===== src/design/kcl_pkg.sv =====
`timescale 1ns / 1ps

package kcl_pkg;

    // Field widths
    localparam int EVENT_W    = 3;
    localparam int KEY_CODE_W = 4;
    localparam int KEYS_W     = 4;
    localparam int FAIL_W     = 4;
    localparam int CFG_ADDR_W = 3;
    localparam int CFG_DATA_W = 32;

    // Defaults for the top-level parameters
    localparam int MAX_KEYS_DEF   = 8;
    localparam int TIMER_BITS_DEF = 32;

    // The code register holds this many key slots; later positions expect key 0
    localparam int CODE_SLOTS = 8;

    // Event codes
    localparam logic [EVENT_W-1:0] EV_NONE     = 3'd0;
    localparam logic [EVENT_W-1:0] EV_TAKEN    = 3'd1;
    localparam logic [EVENT_W-1:0] EV_CORRECT  = 3'd2;
    localparam logic [EVENT_W-1:0] EV_WRONG    = 3'd3;
    localparam logic [EVENT_W-1:0] EV_LOCKED   = 3'd4;
    localparam logic [EVENT_W-1:0] EV_UNLOCKED = 3'd5;
    localparam logic [EVENT_W-1:0] EV_IGNORED  = 3'd6;

    // Configuration register indexes
    localparam logic [CFG_ADDR_W-1:0] REG_CODE_KEYS     = 3'd0;
    localparam logic [CFG_ADDR_W-1:0] REG_CODE_LENGTH   = 3'd1;
    localparam logic [CFG_ADDR_W-1:0] REG_MAX_FAILURES  = 3'd2;
    localparam logic [CFG_ADDR_W-1:0] REG_LOCKOUT_TICKS = 3'd3;

    // Configuration reset values
    localparam logic [31:0]       CODE_KEYS_RST     = 32'h0000_0213;
    localparam logic [3:0]        CODE_LENGTH_RST   = 4'd3;
    localparam logic [FAIL_W-1:0] MAX_FAILURES_RST  = 4'd3;
    localparam logic [31:0]       LOCKOUT_TICKS_RST = 32'd10000;

    localparam logic [FAIL_W-1:0] FAIL_SAT = 4'd15;

    // Work on the item at the commit point
    typedef struct packed {
        logic                  go;     // item leaves the input register this cycle
        logic                  tick;   // millisecond tick rather than key press
        logic [KEY_CODE_W-1:0] code;   // row*4 + col
    } kcl_step_t;

    // Status of the code entry for the key being committed
    typedef struct packed {
        logic done;    // entry reaches the code length with this key
        logic match;   // all positions equal the configured code
    } kcl_entry_stat_t;

endpackage


===== src/design/kcl_entry.sv =====
`timescale 1ns / 1ps

// Key entry buffer: stores keys of the current entry and compares a finished
// entry against the configured code.
module kcl_entry #(
    parameter int MAX_KEYS = kcl_pkg::MAX_KEYS_DEF
) (
    input  logic                            clk,
    input  logic                            rst_n,
    input  logic                            key_go,
    input  logic [kcl_pkg::KEY_CODE_W-1:0]  key_code,
    input  logic [31:0]                     code_keys,
    input  logic [3:0]                      code_length,
    output kcl_pkg::kcl_entry_stat_t        stat,
    output logic [$clog2(MAX_KEYS+1)-1:0]   count_next
);

    localparam int CW = $clog2(MAX_KEYS + 1);
    localparam int IW = (MAX_KEYS > 1) ? $clog2(MAX_KEYS) : 1;
    localparam int KW = kcl_pkg::KEY_CODE_W;

    logic [KW-1:0]           keys_reg [MAX_KEYS];
    logic [CW-1:0]           count_reg;
    logic [CW-1:0]           count_plus;
    logic [CW-1:0]           len;
    logic [4:0]              len_raw;
    logic [KW*MAX_KEYS+31:0] exp_wide;
    logic                    mismatch;

    // 0 acts as 1, anything past the buffer depth acts as the depth
    always_comb
    begin
        len_raw = {1'b0, code_length};
        if (len_raw == 5'd0)
        begin
            len = CW'(1);
        end
        else if (len_raw > 5'(MAX_KEYS))
        begin
            len = CW'(MAX_KEYS);
        end
        else
        begin
            len = CW'(len_raw);
        end
    end

    assign exp_wide   = {(KW*MAX_KEYS)'(0), code_keys};
    assign count_plus = count_reg + CW'(1);

    // Compare with the new key folded in at its slot
    always_comb
    begin
        mismatch = 1'b0;
        for (int i = 0; i < MAX_KEYS; i++)
        begin
            if (CW'(i) < len)
            begin
                if (CW'(i) == count_reg)
                begin
                    if (key_code != exp_wide[KW*i +: KW])
                    begin
                        mismatch = 1'b1;
                    end
                end
                else if (keys_reg[i] != exp_wide[KW*i +: KW])
                begin
                    mismatch = 1'b1;
                end
            end
        end
    end

    assign stat.done  = (count_plus >= len);
    assign stat.match = !mismatch;
    assign count_next = stat.done ? '0 : count_plus;

    always_ff @(posedge clk)
    begin
        if (key_go)
        begin
            keys_reg[count_reg[IW-1:0]] <= key_code;
        end
    end

    always_ff @(posedge clk or negedge rst_n)
    begin
        if (!rst_n)
        begin
            count_reg <= '0;
        end
        else if (key_go)
        begin
            count_reg <= count_next;
        end
    end

endmodule


===== src/design/kcl_guard.sv =====
`timescale 1ns / 1ps

// Failure counter, lock flag and lockout timer; decides the event code.
module kcl_guard #(
    parameter int TIMER_BITS = kcl_pkg::TIMER_BITS_DEF
) (
    input  logic                           clk,
    input  logic                           rst_n,
    input  kcl_pkg::kcl_step_t             step,
    input  kcl_pkg::kcl_entry_stat_t       stat,
    input  logic [kcl_pkg::FAIL_W-1:0]     max_failures,
    input  logic [31:0]                    lockout_ticks,
    output logic                           locked,
    output logic [kcl_pkg::EVENT_W-1:0]    event_next,
    output logic                           locked_next,
    output logic [kcl_pkg::FAIL_W-1:0]     failures_next
);

    logic                          locked_reg;
    logic [kcl_pkg::FAIL_W-1:0]    failures_reg;
    logic [TIMER_BITS-1:0]         timer_reg;
    logic [TIMER_BITS-1:0]         timer_next;
    logic [TIMER_BITS-1:0]         timer_inc;
    logic [kcl_pkg::FAIL_W-1:0]    fail_inc;

    assign timer_inc = (timer_reg == '1) ? timer_reg : timer_reg + TIMER_BITS'(1);
    assign fail_inc  = (failures_reg == kcl_pkg::FAIL_SAT) ? failures_reg
                                                            : failures_reg + 4'd1;

    always_comb
    begin
        event_next    = kcl_pkg::EV_NONE;
        locked_next   = locked_reg;
        failures_next = failures_reg;
        timer_next    = timer_reg;
        priority if (step.tick)
        begin
            if (locked_reg)
            begin
                if (timer_inc >= lockout_ticks[TIMER_BITS-1:0])
                begin
                    locked_next = 1'b0;
                    timer_next  = '0;
                    event_next  = kcl_pkg::EV_UNLOCKED;
                end
                else
                begin
                    timer_next = timer_inc;
                end
            end
        end
        else if (locked_reg)
        begin
            event_next = kcl_pkg::EV_IGNORED;
        end
        else if (!stat.done)
        begin
            event_next = kcl_pkg::EV_TAKEN;
        end
        else if (stat.match)
        begin
            failures_next = '0;
            event_next    = kcl_pkg::EV_CORRECT;
        end
        else
        begin
            failures_next = fail_inc;
            if (fail_inc >= max_failures)
            begin
                locked_next = 1'b1;
                timer_next  = '0;
                event_next  = kcl_pkg::EV_LOCKED;
            end
            else
            begin
                event_next = kcl_pkg::EV_WRONG;
            end
        end
    end

    assign locked = locked_reg;

    always_ff @(posedge clk or negedge rst_n)
    begin
        if (!rst_n)
        begin
            locked_reg   <= 1'b0;
            failures_reg <= '0;
            timer_reg    <= '0;
        end
        else if (step.go)
        begin
            locked_reg   <= locked_next;
            failures_reg <= failures_next;
            timer_reg    <= timer_next;
        end
    end

endmodule


===== src/design/keypad_code_lock_core.sv =====
`timescale 1ns / 1ps

// Keypad code lock with lockout. Each item is either a key press (mode 0,
// key code row*4+col) or a millisecond tick (mode 1) and produces exactly one
// result item: an event code, the lock flag, the number of keys held in the
// current entry and the failure count, all as they stand after the item.
// Throughput is one item per clock while no stall holds it back; each item
// passes the input register and then the result register, with the
// per-item update (entry compare, failure count, lockout timer compare)
// done combinationally between them. Both channels use valid/stall;
// in_stall rises only when the input register holds an item that cannot
// move because the result register is full and stalled. Configuration is a
// plain write port (cfg_we, cfg_addr, cfg_wdata) and should only be written
// with no items in flight. Stored keys need no clearing: a slot is compared
// only after it was written in the same entry.
module keypad_code_lock_core #(
    parameter int MAX_KEYS   = kcl_pkg::MAX_KEYS_DEF,
    parameter int TIMER_BITS = kcl_pkg::TIMER_BITS_DEF
) (
    input  logic                              clk,
    input  logic                              rst_n,

    input  logic                              cfg_we,
    input  logic [kcl_pkg::CFG_ADDR_W-1:0]    cfg_addr,
    input  logic [kcl_pkg::CFG_DATA_W-1:0]    cfg_wdata,

    input  logic                              in_valid,
    output logic                              in_stall,
    input  logic                              mode,
    input  logic [1:0]                        key_row,
    input  logic [1:0]                        key_col,

    output logic                              out_valid,
    input  logic                              out_stall,
    output logic [kcl_pkg::EVENT_W-1:0]       event_res,
    output logic                              is_locked,
    output logic [kcl_pkg::KEYS_W-1:0]        keys_entered,
    output logic [kcl_pkg::FAIL_W-1:0]        failure_count
);

    localparam int CW = $clog2(MAX_KEYS + 1);

    // Configuration registers
    logic [31:0]                  code_keys_reg;
    logic [3:0]                   code_length_reg;
    logic [kcl_pkg::FAIL_W-1:0]   max_failures_reg;
    logic [31:0]                  lockout_ticks_reg;

    // Input register
    logic                              s1_valid_reg;
    logic                              s1_valid_next;
    logic                              s1_tick_reg;
    logic [kcl_pkg::KEY_CODE_W-1:0]    s1_code_reg;

    // Result register
    logic                              out_valid_reg;
    logic                              out_valid_next;
    logic [kcl_pkg::EVENT_W-1:0]       event_reg;
    logic                              locked_out_reg;
    logic [kcl_pkg::KEYS_W-1:0]        keys_reg;
    logic [kcl_pkg::FAIL_W-1:0]        fail_out_reg;

    logic                              in_take;
    logic                              locked;
    logic                              key_go;
    logic [CW-1:0]                     count_next;
    logic [kcl_pkg::EVENT_W-1:0]       event_next;
    logic                              locked_next;
    logic [kcl_pkg::FAIL_W-1:0]        failures_next;
    logic [kcl_pkg::KEYS_W-1:0]        keys_next;
    logic [kcl_pkg::KEYS_W-1:0]        u_entry_count_hold;
    kcl_pkg::kcl_step_t                step;
    kcl_pkg::kcl_entry_stat_t          stat;

    // Config writes; unknown indexes are dropped
    always_ff @(posedge clk or negedge rst_n)
    begin
        if (!rst_n)
        begin
            code_keys_reg     <= kcl_pkg::CODE_KEYS_RST;
            code_length_reg   <= kcl_pkg::CODE_LENGTH_RST;
            max_failures_reg  <= kcl_pkg::MAX_FAILURES_RST;
            lockout_ticks_reg <= kcl_pkg::LOCKOUT_TICKS_RST;
        end
        else if (cfg_we)
        begin
            unique case (cfg_addr)
                kcl_pkg::REG_CODE_KEYS:     code_keys_reg     <= cfg_wdata;
                kcl_pkg::REG_CODE_LENGTH:   code_length_reg   <= cfg_wdata[3:0];
                kcl_pkg::REG_MAX_FAILURES:  max_failures_reg  <= cfg_wdata[3:0];
                kcl_pkg::REG_LOCKOUT_TICKS: lockout_ticks_reg <= cfg_wdata;
                default: ;
            endcase
        end
    end

    // The item in the input register commits whenever the result register
    // is empty or being drained this cycle.
    assign step.go   = s1_valid_reg && (!out_valid_reg || !out_stall);
    assign step.tick = s1_tick_reg;
    assign step.code = s1_code_reg;

    assign in_stall = s1_valid_reg && !step.go;
    assign in_take  = in_valid && !in_stall;

    assign s1_valid_next  = in_take || (s1_valid_reg && !step.go);
    assign out_valid_next = step.go || (out_valid_reg && out_stall);

    // Only key presses on an unlocked keypad touch the entry buffer
    assign key_go = step.go && !step.tick && !locked;

    kcl_entry #(
        .MAX_KEYS (MAX_KEYS)
    ) u_entry (
        .clk         (clk),
        .rst_n       (rst_n),
        .key_go      (key_go),
        .key_code    (step.code),
        .code_keys   (code_keys_reg),
        .code_length (code_length_reg),
        .stat        (stat),
        .count_next  (count_next)
    );

    kcl_guard #(
        .TIMER_BITS (TIMER_BITS)
    ) u_guard (
        .clk           (clk),
        .rst_n         (rst_n),
        .step          (step),
        .stat          (stat),
        .max_failures  (max_failures_reg),
        .lockout_ticks (lockout_ticks_reg),
        .locked        (locked),
        .event_next    (event_next),
        .locked_next   (locked_next),
        .failures_next (failures_next)
    );

    // Count held after the item: unchanged unless a key was taken
    assign keys_next = key_go ? kcl_pkg::KEYS_W'(count_next)
                              : kcl_pkg::KEYS_W'(u_entry_count_hold);

    // Track the held count locally for ticks and ignored keys
    always_ff @(posedge clk or negedge rst_n)
    begin
        if (!rst_n)
        begin
            u_entry_count_hold <= '0;
        end
        else if (key_go)
        begin
            u_entry_count_hold <= kcl_pkg::KEYS_W'(count_next);
        end
    end

    always_ff @(posedge clk or negedge rst_n)
    begin
        if (!rst_n)
        begin
            s1_valid_reg  <= 1'b0;
            out_valid_reg <= 1'b0;
        end
        else
        begin
            s1_valid_reg  <= s1_valid_next;
            out_valid_reg <= out_valid_next;
        end
    end

    always_ff @(posedge clk)
    begin
        if (in_take)
        begin
            s1_tick_reg <= mode;
            s1_code_reg <= {key_row, key_col};
        end
        if (step.go)
        begin
            event_reg      <= event_next;
            locked_out_reg <= locked_next;
            keys_reg       <= keys_next;
            fail_out_reg   <= failures_next;
        end
    end

    assign out_valid     = out_valid_reg;
    assign event_res     = event_reg;
    assign is_locked     = locked_out_reg;
    assign keys_entered  = keys_reg;
    assign failure_count = fail_out_reg;

    // A lock event always reports the keypad locked, an unlock event unlocked
    a_lock_flag: assert property (@(posedge clk) disable iff (!rst_n)
        out_valid && event_res == kcl_pkg::EV_LOCKED |-> is_locked)
        else $error("locked event without lock flag");

    a_unlock_flag: assert property (@(posedge clk) disable iff (!rst_n)
        out_valid && event_res == kcl_pkg::EV_UNLOCKED |-> !is_locked)
        else $error("unlocked event with lock flag set");

    // A correct entry clears failures and the entry buffer
    a_correct_clear: assert property (@(posedge clk) disable iff (!rst_n)
        out_valid && event_res == kcl_pkg::EV_CORRECT
        |-> failure_count == '0 && keys_entered == '0)
        else $error("correct entry left failures or keys behind");

    // Finished entries leave no keys held
    a_entry_done: assert property (@(posedge clk) disable iff (!rst_n)
        out_valid && (event_res == kcl_pkg::EV_WRONG || event_res == kcl_pkg::EV_LOCKED)
        |-> keys_entered == '0)
        else $error("finished entry left keys held");

    // The input side stalls only behind a blocked result register
    a_stall_cause: assert property (@(posedge clk) disable iff (!rst_n)
        in_stall |-> s1_valid_reg && out_valid_reg && out_stall)
        else $error("input stalled without a blocked result");

endmodule


===== config.mk =====
export PLATFORM = sky130hd
export DESIGN_NAME = keypad_code_lock_core
export DESIGN_NICKNAME = d
export VERILOG_FILES = /design/src/design/kcl_pkg.sv /design/src/design/kcl_entry.sv /design/src/design/kcl_guard.sv /design/src/design/keypad_code_lock_core.sv
export SDC_FILE = /design/constraint.sdc
export NUM_CORES = 1
export LEC_CHECK = 0
export BUFFER_PORTS_ARGS = -buffer_cell sky130_fd_sc_hd__clkbuf_2
export CELL_PAD_IN_SITES_DETAIL_PLACEMENT = 2
export CELL_PAD_IN_SITES_GLOBAL_PLACEMENT = 2
export CORE_MARGIN = 4
export CORE_UTILIZATION = 44
export CTS_CLUSTER_DIAMETER = 30
export DETAILED_ROUTE_END_ITERATION = 10
export PLACE_DENSITY = 0.9
export SLEW_MARGIN = 30
export SYNTH_ARGS = -nofsm -noshare
export SYNTH_HDL_FRONTEND = slang
export SYNTH_SLANG_ARGS = --single-unit

===== constraint.sdc =====
create_clock -name clk -period 10.47 [get_ports clk]
set_clock_uncertainty 0.2 [all_clocks]
set_input_delay 1.047 -clock clk [delete_from_list [all_inputs] [get_ports clk]]
set_output_delay 1.047 -clock clk [all_outputs]
set_load 0.005 [all_outputs]

Word level (Yosys, flattened, before mapping)
Memory sizes are Yosys's and may differ from the RTL's. Index checks and enable logic that the tools add are counted.

Shift operators: 0. Add/subtract/negate cells: 3. Reductions and logical operators: 26. Div/mod/pow operators: 0. Equal/unequal tests: 30. $lt $le $gt $ge: 12. Multipliers: 0. Muxes and demuxes: 65. Bitwise logic cells: 0.

Operators with widths (count): 32-bit 2-to-1 mux (8); 4-bit inequality test (16); 1-bit 2-to-1 mux (41); 4-bit 2-to-1 mux (9); 32-bit by 1-bit adder with 32-bit output, second input constant (1); 32-bit == test, second input constant (1); 32-bit >= comparator (1); 3-bit 2-to-1 mux (7); 3-bit by 4-bit == test with 1-bit output, first input constant (4); 3-bit by 4-bit less-than comparator with 1-bit output, first input constant (4); 4-bit by 1-bit adder with 4-bit output, second input constant (2); 2-bit by 4-bit == test with 1-bit output, first input constant (2); 4-bit >= comparator (2); 4-bit logical NOT (2); 1-bit by 4-bit less-than comparator with 1-bit output, first input constant (2); 2-bit by 4-bit less-than comparator with 1-bit output, first input constant (2); 2-bit AND reduction (4); 3-bit by 2-bit == test with 1-bit output, second input constant (2); 1-bit logical AND (6); 1-bit logical NOT (6); 6-bit AND reduction (1); 2-bit nonzero test (3); 1-bit by 4-bit == test with 1-bit output, first input constant (1); 4-bit == test, second input constant (1); 6 further kinds (8).

Memory bits (writable): 32. Output and inout bits: 14. Register bits: 136. Bits in latches: 0. Memories kept: 1. Memory bits (read-only): 0.

Memory list: u_entry.keys_reg (depth 8, bits a word 4, read ports 8, clocked after memory_dff 0, write ports 1, RTL line kcl_entry.sv:22) `logic [KW-1:0] keys_reg [MAX_KEYS];`.

Logic depth before layout (Yosys ltp)
Depth in word-level cells: 30. Gate-level depth with buffers: 18. Mapped depth without buffers: 16.

Cells and area by module
A second synthesis with hierarchy kept.

Cells, all modules: 857. Area total of the unflattened synthesis: 9506.6 um2.

Modules (own cells, without submodules): kcl_guard (cells an instance 425, instances 1, sequential area each 925.9 um2, area an instance 3513.4 um2); keypad_code_lock_core (cells an instance 191, instances 1, sequential area each 2478.6 um2, area an instance 3490.8 um2); kcl_entry (cells an instance 241, instances 1, sequential area each 1061.0 um2, area an instance 2502.4 um2).

Worst setup path before layout
No wires, ideal clock.

Path kind: reg-to-reg. From: reg u_guard.timer_reg[24]. To: reg u_guard.timer_reg[12]. Data required time: 10.123 ns. Buffers on the path: 3. Period minus slack after synthesis: 4.364 ns. Path slack: 6.106 ns. Arrival time: 4.017 ns. Stages on the path, launching flop included: 16. Path through: dfrtp_1 clkbuf_1 nand4_1 nor4_2 a31oi_1 nand2_1 nor3_1 or2_2 ha_1 and4_1 or4b_1 a31o_2 or3b_2 buf_2 buf_1 o22ai_2.

Longest elaborated chain between the ends: 6. Elaborated cells between the ends (all ways): 7. Those cells by class: 1 x add/sub; 1 x order compare; 1 x eq/ne; 4 x mux.

Ends and longest elaborated chain: from (decl) (RTL line kcl_guard.sv:21) `logic [TIMER_BITS-1:0] timer_reg;`; from (signal assigned) (RTL line kcl_guard.sv:95) `timer_reg <= timer_next;`; 32-bit by 1-bit adder with 32-bit output or 32-bit == test (tied branches) (RTL line kcl_guard.sv:26) `assign timer_inc = (timer_reg == '1) ? timer_reg : timer_reg + TIMER_BITS'(1);`; 32-bit 2-to-1 mux * (RTL line kcl_guard.sv:26); 32-bit >= comparator (RTL line kcl_guard.sv:40) `if (timer_inc >= lockout_ticks[TIMER_BITS-1:0])`; 32-bit 2-to-1 mux * (RTL line kcl_guard.sv:40); 32-bit 2-to-1 mux * (RTL line kcl_guard.sv:38) `if (locked_reg)`; 32-bit 2-to-1 mux * (RTL line kcl_guard.sv:36) `priority if (step.tick)`.

Every way passes the cells marked *; elsewhere a longest branch is shown, timed or not. The select of a mux whose other input is x is not followed. A chain may end at the register's enable or synchronous reset.

Worst setup path in the final report
From: reg u_guard.timer_reg[8]. To: reg u_guard.timer_reg[14].

Same word-level chain as after synthesis.

==> results.sh <==
export IMPL_outcome="completed"
export IMPL_fp_row_count=53
export IMPL_ant_nets=0
export IMPL_hold_end="u_entry_count_hold[3]$_DFF_PN0_"
export IMPL_clock_sinks=168
export IMPL_netlist_area_leader_share=0.281
export IMPL_tns_ns=0
export IMPL_worstSkewPairLatency_ns=0.46
export IMPL_cp_max_fo=22
export IMPL_hold_path_class="flip-flop to flip-flop"
export IMPL_finalWeightedCongestion=0.817
export IMPL_wl_per_cell_um=26.4
export IMPL_required_ns=10.60
export IMPL_n_fill_cell=2141
export IMPL_syn_area_mm2=0.00943
export IMPL_antenna_found_initial=2
export IMPL_final_max_slew_violation_count=0
export IMPL_yosysSeqAreaShare=0.473
export IMPL_io_buffers=58
export IMPL_hp_start="u_entry_count_hold[3]$_DFF_PN0_"
export IMPL_htreeDepth=4
export IMPL_whs_path_depth=1
export IMPL_fin_crit_ns=6.00
export IMPL_critPathLaunchType="flip-flop"
export IMPL_cpMostUsedCell="nand4_1"
export IMPL_startpoint="u_guard.timer_reg[8]$_DFFE_PN0P_"
export IMPL_syn_area_per_cell_um2=10.6
export IMPL_dp_hpwl_um=21100
export IMPL_cts_max_path_buffers=2
export IMPL_cp_slowest_cell="nor4_1"
export IMPL_cts_resized=0
export IMPL_syn_nets=983
export IMPL_yosysWarnings=0
export IMPL_r2r_cells=15
export IMPL_drc=0
export IMPL_synth_edf_count=49
export IMPL_viasPerCell=6.05
export IMPL_syn2layout_area_growth_pct=11.9
export IMPL_max_freq_ghz=0.167
export IMPL_cts_hold_buf=0
export IMPL_grt_overflow_total=0
export IMPL_power_leakage_nw=4.49
export IMPL_ctsRootBufferMaster="clkbuf_16"
export IMPL_cts_setup_buffers=0
export IMPL_yosys_area_top_type="dfrtp_1"
export IMPL_postSynthCellCount=892
export IMPL_grt_max_degree=64
export IMPL_maxCapViolations=0
export IMPL_drt_iter0_drc=423
export IMPL_ys_types=72
export IMPL_setup_viol=0
export IMPL_cts_tree="built"
export IMPL_worst_slew_pin_slew_ns=0.955
export IMPL_max_stage_delay_ns=0.66
export IMPL_crit_path_end_kind="flip-flop"
export IMPL_rsz0062_at_grt="no"
export IMPL_max_vdd_ir_drop_uv=126
export IMPL_hold_viol=0
export IMPL_clk_pin_slew_ns=0.08
export IMPL_die_area_mm2=0.0238
export IMPL_track_usage=0.276
export IMPL_num_vias=7428
export IMPL_core_mm2=0.0211
export IMPL_critPathKind="flip-flop to flip-flop"
export IMPL_synth_ff_type="dfrtp_1"
export IMPL_slew_headroom=0.357
export IMPL_ios=59
export IMPL_start_util=0.447
export IMPL_grt_pass1_vias=8476
export IMPL_insertedDiodeCount=0
export IMPL_grt_pass1_wl_um=50600
export IMPL_cts_buffers=17
export IMPL_fp_dieW_um=154
export IMPL_drive_gt1_frac=0.239
export IMPL_synth_seq_cells=168
export IMPL_fin_crit_sh=0.573
export IMPL_async_flop_share=0.708
export IMPL_dr_pass1_iters=7
export IMPL_die_height_um=154
export IMPL_crit_reg2reg_capture="u_guard.timer_reg[14]$_DFFE_PN0P_"
export IMPL_finalPower_mw=2.69
export IMPL_drt_wl_total_um=32400
export IMPL_arrival_ns=6.14
export IMPL_rr_startpoint="u_guard.timer_reg[8]$_DFFE_PN0P_"
export IMPL_powerDensity_mw_per_mm2=255
export IMPL_fin_nets=1031
export IMPL_worstPathCellList="nand4_1 > nor3_2 > and2_1 > nor3b_1 > nand4_1 > xnor2_1 > ha_1 > nand4_1 > nor4_1 > o211ai_1 > a31o_2 > or3b_2 > nor2_2 > a31oi_1 > o21ai_2"
export IMPL_rrSetupSlack_ns=4.47
export IMPL_synthTopCellsByArea="dfrtp_1, edfxtp_1, mux2_2"
-- cell usage after synthesis, types with 15 or more instances --
master and instances:
clkbuf_1 24, o21ai_0 35, xor2_1 20, o21ai_2 15
dfrtp_1 106, nor3_1 27, nand3_1 22, edfxtp_1 49
nor2_1 35, inv_1 91, xnor2_1 38, nand4_1 21
mux2_2 61, ha_1 46, nand2_1 67, a21oi_1 41
-- layout by cell type (no fill, tap or decap), types with 13 or more instances in the layout --
cell type / n
nand2_1: 67
o21ai_0: 35
xnor2_1: 38
edfxtp_1: 49
inv_1: 91
a21oi_1: 41
xor2_1: 20
nand3_1: 22
o21ai_2: 15
nand4_1: 21
nor2_1: 35
nor3_1: 27
mux2_2: 61
clkbuf_2: 57
o22ai_2: 13
ha_1: 46
o22ai_1: 13
dfrtp_1: 106
clkbuf_16: 17
dfstp_2: 13
-- power breakdown --
group | switching, mW | internal, mW
clock network | 0.311 | 0.332
logic | 0.596 | 0.403
registers | 0.199 | 0.852
total | 1.11 | 1.59
-- stage by stage --
stage	utilization	area (um^2)	hold WS [ns]	setup WS, ns	cells
after floorplan	-	9430	0.230	6.11	892
after global placement	0.472	9950	0.245	4.98	1195
after detailed placement	0.472	9950	0.265	4.79	1195
after CTS	0.499	10500	0.276	4.55	1227
after global routing	0.501	10600	0.319	4.27	1228
final	0.501	10600	0.273	4.47	1228
-- kinds of logic (layout without fill, tap and decap cells) --
family,Yosys count,count (layout),synth area share
and+or+nand+nor,245,245,0.137
AOI/OAI and AO/OA,176,176,0.134
DFF,168,168,0.473
buffers and inverters,127,188,0.0554
muxes,72,72,0.0858
xor gates and xnor gates,58,58,0.0538
adders and majority gates,46,46,0.0610
-- per-layer routing --
layer,part of all wire,vias up,GRT usage
met2,0.51,210,0.485
met1,0.41,3848,0.335
met5,0.00022,-,0
met4,0.040,2,0.128
met3,0.033,92,0.0378
li1,-,3276,-
-- worst max-delay path by stage --
stage                                              endpoint  slack [ns]  depth (start not counted)
after floorplan           u_guard.timer_reg[12]$_DFFE_PN0P_        6.11                         15
after global placement    u_guard.timer_reg[14]$_DFFE_PN0P_        4.98                         15
after detailed placement   u_guard.timer_reg[2]$_DFFE_PN0P_        4.79                         13
after CTS                 u_guard.timer_reg[14]$_DFFE_PN0P_        4.55                         15
after global routing      u_guard.timer_reg[14]$_DFFE_PN0P_        4.27                         15
final                     u_guard.timer_reg[14]$_DFFE_PN0P_        4.47                         15
-- worst max-delay path: cells and delay by family, from the launching register on --
family,cells,cell delay [ns]
simple gates,9,3.68
compound gates,4,0.93
flops,1,0.50
fa+ha+maj,1,0.36
xor+xnor,1,0.23
-- final cells by class --
| type | count | area, um^2 | area share |
|---|---|---|---|
| clock buffer | 17 | 425 | 0.0403 |
| tap | 275 | 344 | 0.0326 |
| multi-input combinational | 597 | 4480 | 0.424 |
| sequential | 168 | 4470 | 0.423 |
| inverter | 91 | 342 | 0.0324 |
| timing repair buffer | 65 | 365 | 0.0346 |
| clock inverter | 15 | 138 | 0.0130 |
Power figures use the tool's default switching activity.
